$ cat src/hdl/ssc_sqr.sv
module ssc_sqr #(
  parameter int AW = 33
) (
  input  logic            clk,
  input  logic            en,
  input  logic [AW-1:0]   a,
  output logic [2*AW-1:0] sq
);

  localparam int LW = (AW + 1) / 2;
  localparam int HW = AW - LW;

  logic [HW-1:0]      a_hi;
  logic [LW-1:0]      a_lo;
  logic [2*HW-1:0]    hh_r;
  logic [HW+LW-1:0]   hl_r;
  logic [2*LW-1:0]    ll_r;
  logic [2*AW-1:0]    sq_r;

  assign a_hi = a[AW-1:LW];
  assign a_lo = a[LW-1:0];

  // split square into half-width partial products, registered, then combined into the registered square
  always_ff @(posedge clk) begin
    if (en) begin
      hh_r <= a_hi * a_hi;
      hl_r <= a_hi * a_lo;
      ll_r <= a_lo * a_lo;
      sq_r <= ((2*AW)'(hh_r) << (2*LW)) + ((2*AW)'(hl_r) << (LW+1)) + (2*AW)'(ll_r);
    end
  end

  assign sq = sq_r;

endmodule

$ cat config.mk
export PLATFORM = sky130hd
export DESIGN_NAME = ssc_sqr
export DESIGN_NICKNAME = d
export VERILOG_FILES = /design/src/hdl/ssc_sqr.sv
export SDC_FILE = /design/constraint.sdc
export NUM_CORES = 2
export LEC_CHECK = 0
export BUFFER_PORTS_ARGS = -buffer_cell sky130_fd_sc_hd__buf_2
export CORE_UTILIZATION = 25
export DETAILED_ROUTE_END_ITERATION = 12
export GPL_TIMING_DRIVEN = 0
export PLACE_DENSITY = 0.38
export SYNTH_ARGS = -nofsm -noshare
export SYNTH_HDL_FRONTEND = slang
export SYNTH_SLANG_ARGS = --single-unit
export TNS_END_PERCENT = 20
$ cat constraint.sdc
create_clock -name clk -period 8.9 [get_ports clk]
set_clock_uncertainty 0.15 [all_clocks]
set_input_delay 1.78 -clock clk [delete_from_list [all_inputs] [get_ports clk]]
set_output_delay 1.78 -clock clk [all_outputs]
set_load 0.1 [all_outputs]
**Word level (Yosys, flattened, before mapping)**

Cells that the tools add are included.

- Register bits: 165
- Bits in latches: 0
- RAM bits: 0
- Memory bits (read-only): 0
- Input port bits: 35
- Output and inout bits: 66
- Logic and storage cells: 9
- Memories kept: 0

- $add $sub $neg: 2
- Multiply operators: 3
- Divide/modulo/power cells: 0
- Magnitude comparators: 0
- Equal/unequal tests: 0
- Shift operators: 0
- Muxes and demuxes: 0
- Bitwise operators: 0
- Reduce and logical (&&, ||, !) cells: 0

Operator list:

| kind | number |
|---|---|
| adder 66 x 34 -> 66 bit | 1 |
| adder 66 x 51 -> 66 bit | 1 |
| multiplier 17 x 17 -> 34 bit | 1 |
| multiplier 16 x 17 -> 33 bit | 1 |
| multiplier 16 x 16 -> 32 bit | 1 |

**Longest topological paths before layout**

- Word-level depth: 2
- Mapped depth: 26
- Depth with buffers taken out: 25

**Least setup slack after synthesis**

Ideal clock, no wire load.

- Path kind: input to register
- From: input a[32]
- To: register hl_r[31], data pin
- Library setup time: 264 ps
- Data arrival time: 7,535 ps
- Data required time: 8,486 ps
- Setup slack: 952 ps
- Cell stages on the path: 21
- Path buffers: 2
- Path through: clkbuf_1 -> clkbuf_1 -> nand2_1 -> fa_1 -> fa_1 -> inv_1 -> fa_1 -> fa_1 -> fa_1 -> inv_1 -> fa_1 -> inv_1 -> ha_1 -> a41o_1 -> a221oi_1 -> o21ai_0 -> a21oi_1 -> o21ai_0 -> a31o_2 -> a221oi_1 -> xnor2_1

- Cells in the longest elaborated chain, start to end: 1

RTL lines:

| item | line | RTL |
|---|---|---|
| from (decl) | 6 | `input logic [AW-1:0] a,` |
| multiplier 16 x 17 -> 33 bit | 27 | `hl_r <= a_hi * a_lo;` |
| to (signal assigned) | 27 |  |
| to (decl) | 16 | `logic [HW+LW-1:0] hl_r;` |

No other way between the ends.
A chain may end at the register's enable or synchronous reset.

**Worst setup path in the final report**

- From: input a[25]
- To: register hl_r[29], data pin

The elaborated chain is that of the path after synthesis.

==> results.cfg <==
[status]
status = completed

[clock_tree]
clock_tree.buffer_depth = 2
ctsRootBufferMaster = sky130_fd_sc_hd__clkbuf_16
cts_tree = built
cts-htree-levels = 4
cts_made_buffers = 17
clkSlewWorstSetupHoldPaths_ps = 60
clock_latency_ps = 500
clkSinkCount = 162

[critical_path]
timing.critical_path.slowest_stage_cell = sky130_fd_sc_hd__fa_1
cp.buffers_inverters = 5
worstPathCellList = buf_2, buf_2, nand2_1, fa_1, inv_1, fa_1, fa_1, fa_1, fa_1, inv_1, fa_1, inv_1, ha_1, nand2_1, nor2_1, nand2_1, o21ai_0, a21oi_1, o21ai_0, a221o_1, a21oi_1, xnor2_1
timing.critical_path.from_type = primary input
critical_path_class = primary input to flop
worst_path_most_repeated_cell = sky130_fd_sc_hd__fa_1
endpoint_kind_of_the_worst_setup_timing_path = flop
cp_slowest_stage_delay_ps = 550
cp_data_required_time_ps = 9010
crit_family = adder cells
critical_path.max_fanout = 10
cp_data_arrival_time_ps = 8740

[synthesis]
sequential_fraction_of_the_synthesis_area = 0.157
ys_seq_elements = 162
synth.area.mux_share = 0.000729
syn-instance-count = 3196
synth_flop_cell = sky130_fd_sc_hd__edfxtp_1
yosysWarnings = 0
synth_adder_area_share = 0.506
synth_async_sr_flop_share = 0
largest_family_of_logic_cells_by_synthesized_area = adder cells
synth_fp_nets = 4141
synth-compound-area-share = 0.0651
number_of_flops_mapped_to_enable_cells_by_yosys = 162
syn-mean-instance-area_sq_um = 9.67
post_synth_num_cell_types = 62
synth_simple_gate_area_share = 0.120
mappedNetlistArea_sq_um = 30900
synth_xor_xnor_area_share = 0.0420

[timing]
layout_min_cycle_time_ps = 8630
finalHoldViolCount = 0
fmax_mhz = 116
grt_setup_unrepaired = false
final_cycle_share = 0.969
drv_slew = 0
max_slew_margin = 0.325
tightest_slew_ps = 1010
finalSetupViolCount = 0

[place]
port_buffers = 96
globalplace.congestion = 0.839
dpl.hpwl_mm = 77.3

[die]
pin_count = 101
floorplan.initialDensity = 0.253
chipWidth_microns = 354
fp.coreArea_sq_um = 122000
die-area_sq_um = 125000
dieHeight_microns = 354
rows = 128

[worst_hold_path]
worst_hold_path_type = flop to flop

[job]
max_cap_violations = 0

[global_routing]
antenna_found_initial = 17
grt_use_total = 0.154
first_global_vias = 22587
wire_length_of_the_first_global_routing_pass_mm = 142
maximum_number_of_pins_on_one_net_before_global_route_repair = 114
grt-ovfl-total = 0

[final_layout]
layout.filler_cells = 13116
finish.net_count = 4257
post-route-util = 0.279
proportion_of_layout_cells_with_a_drive_suffix_above_1 = 0.0689
area.growth.synth_to_final_pct = 10.5

[routing]
route.detailed.drc = 0
finalWirelength_mm = 93.3
wl_per_cell_microns = 18.8
detail_route.vias_per_cell = 4.29
antenna_left = 0
dr.pass1.iters = 5
via_count = 21248
initialDrtViolationCount = 1102
==> per-stage QoR <==
step | area, sq um | setup TNS, ps | setup slack [ps] | instances | hold slack [ps]
finish | 34100 | 0 | 272 | 4954 | 266
global placement | 33400 | -21230 | -1280 | 4917 | 252
detailed placement | 33400 | -21000 | -1190 | 4918 | 255
floorplan | 30900 | 0 | 952 | 3196 | 250
CTS | 34000 | -125 | -67.4 | 4947 | 270
global route | 34100 | 0 | 7.69 | 4949 | 276
==> final cells by class <==
class                           count  area [sq um]  share of cell area
Sequential cell                   162          4860               0.142
Inverter                          787          2970              0.0869
Antenna cell                        5          12.5            0.000366
Timing Repair Buffer              104           571              0.0167
Buffer                            103           489              0.0143
Clock buffer                       18           429              0.0126
Clock inverter                     13           105             0.00308
Multi-Input combinational cell   2137         22700               0.664
Tap cell                         1625          2030              0.0595
==> worst paths after layout <==
path	from	to	slack, ps	cells after the start
setup / recovery	a[25]	hl_r[29]$_DFFE_PP_	270	22
hold / removal	ll_r[2]$_DFFE_PP_	sq[2]$_DFFE_PP_	270	0
setup reg to reg	hl_r[0]$_DFFE_PP_	sq[64]$_DFFE_PP_	4530	13
hold reg to reg	ll_r[2]$_DFFE_PP_	sq[2]$_DFFE_PP_	270	0
==> layer usage <==
layer	vias to the layer above	global-route usage	wire [microns]	part of all wire
met5	-	0	58	0.00062
met2	448	0.243	42500	0.46
met3	79	0.0278	5090	0.055
met4	10	0.0405	1920	0.021
met1	10697	0.215	43700	0.47
li1	10014	-	-	-
==> flip-flops by register name, summed over array words and instances, names as in the netlist <==
register / flops
sq: 65
hh_r: 31
ll_r: 33
hl_r: 33
==> repair_timing <==
action,in CTS,in global routing
hold endpoints to repair,0,0
buffers inserted,0,7
setup endpoints to repair,18,10
gates resized for setup,22,143
hold buffers,0,0
==> synth_stat cells (5+ instances only) <==
cell,n,area (sq um)
sky130_fd_sc_hd__edfxtp_1,162,4860
sky130_fd_sc_hd__xor2_1,40,350
sky130_fd_sc_hd__nor3_1,11,55.1
sky130_fd_sc_hd__a221o_1,6,60.1
sky130_fd_sc_hd__inv_1,785,2950
sky130_fd_sc_hd__nand3_1,25,125
sky130_fd_sc_hd__o21ai_0,41,205
sky130_fd_sc_hd__ha_1,345,4320
sky130_fd_sc_hd__xnor2_1,108,946
sky130_fd_sc_hd__nor2_1,98,368
sky130_fd_sc_hd__nand2b_1,16,100
sky130_fd_sc_hd__o21a_1,9,67.6
sky130_fd_sc_hd__clkbuf_1,107,402
sky130_fd_sc_hd__nand4_1,15,93.8
sky130_fd_sc_hd__a31o_2,5,43.8
sky130_fd_sc_hd__a31oi_1,12,75.1
sky130_fd_sc_hd__a21o_1,70,526
sky130_fd_sc_hd__o21bai_1,13,97.6
sky130_fd_sc_hd__nor2b_1,18,113
sky130_fd_sc_hd__nand2_1,347,1300
sky130_fd_sc_hd__fa_1,565,11300
sky130_fd_sc_hd__a21oi_1,99,495
sky130_fd_sc_hd__a211oi_1,9,67.6
sky130_fd_sc_hd__and3_1,16,100
sky130_fd_sc_hd__and2_1,205,1280
==> layout by cell type (no fill, tap or decap), types with 11 or more instances in the layout <==
cell type	count
sky130_fd_sc_hd__clkbuf_16	17
sky130_fd_sc_hd__ha_1	345
sky130_fd_sc_hd__inv_1	783
sky130_fd_sc_hd__nand2_1	347
sky130_fd_sc_hd__buf_2	102
sky130_fd_sc_hd__edfxtp_1	162
sky130_fd_sc_hd__nand4_1	15
sky130_fd_sc_hd__nor2_1	98
sky130_fd_sc_hd__clkbuf_2	57
sky130_fd_sc_hd__fa_1	565
sky130_fd_sc_hd__o21bai_1	13
sky130_fd_sc_hd__a21o_1	70
sky130_fd_sc_hd__nor3_1	11
sky130_fd_sc_hd__xnor2_1	108
sky130_fd_sc_hd__a31oi_1	12
sky130_fd_sc_hd__nand3_1	25
sky130_fd_sc_hd__xor2_1	40
sky130_fd_sc_hd__nor2b_1	18
sky130_fd_sc_hd__a21oi_1	99
sky130_fd_sc_hd__o21ai_0	41
sky130_fd_sc_hd__clkbuf_1	34
sky130_fd_sc_hd__nand2b_1	16
sky130_fd_sc_hd__and3_1	16
sky130_fd_sc_hd__and2_1	205
==> cell families after synthesis <==
logic type	after synthesis
fa+ha+maj	910
flops	162
xor+xnor	148
compound gates	305
mux	2
buf+inv	897
other cells	1
simple gates	771
Power is left out: the tool's default activity adds up to more than one toggle a clock period on the data nets, which glitch-free logic cannot reach.
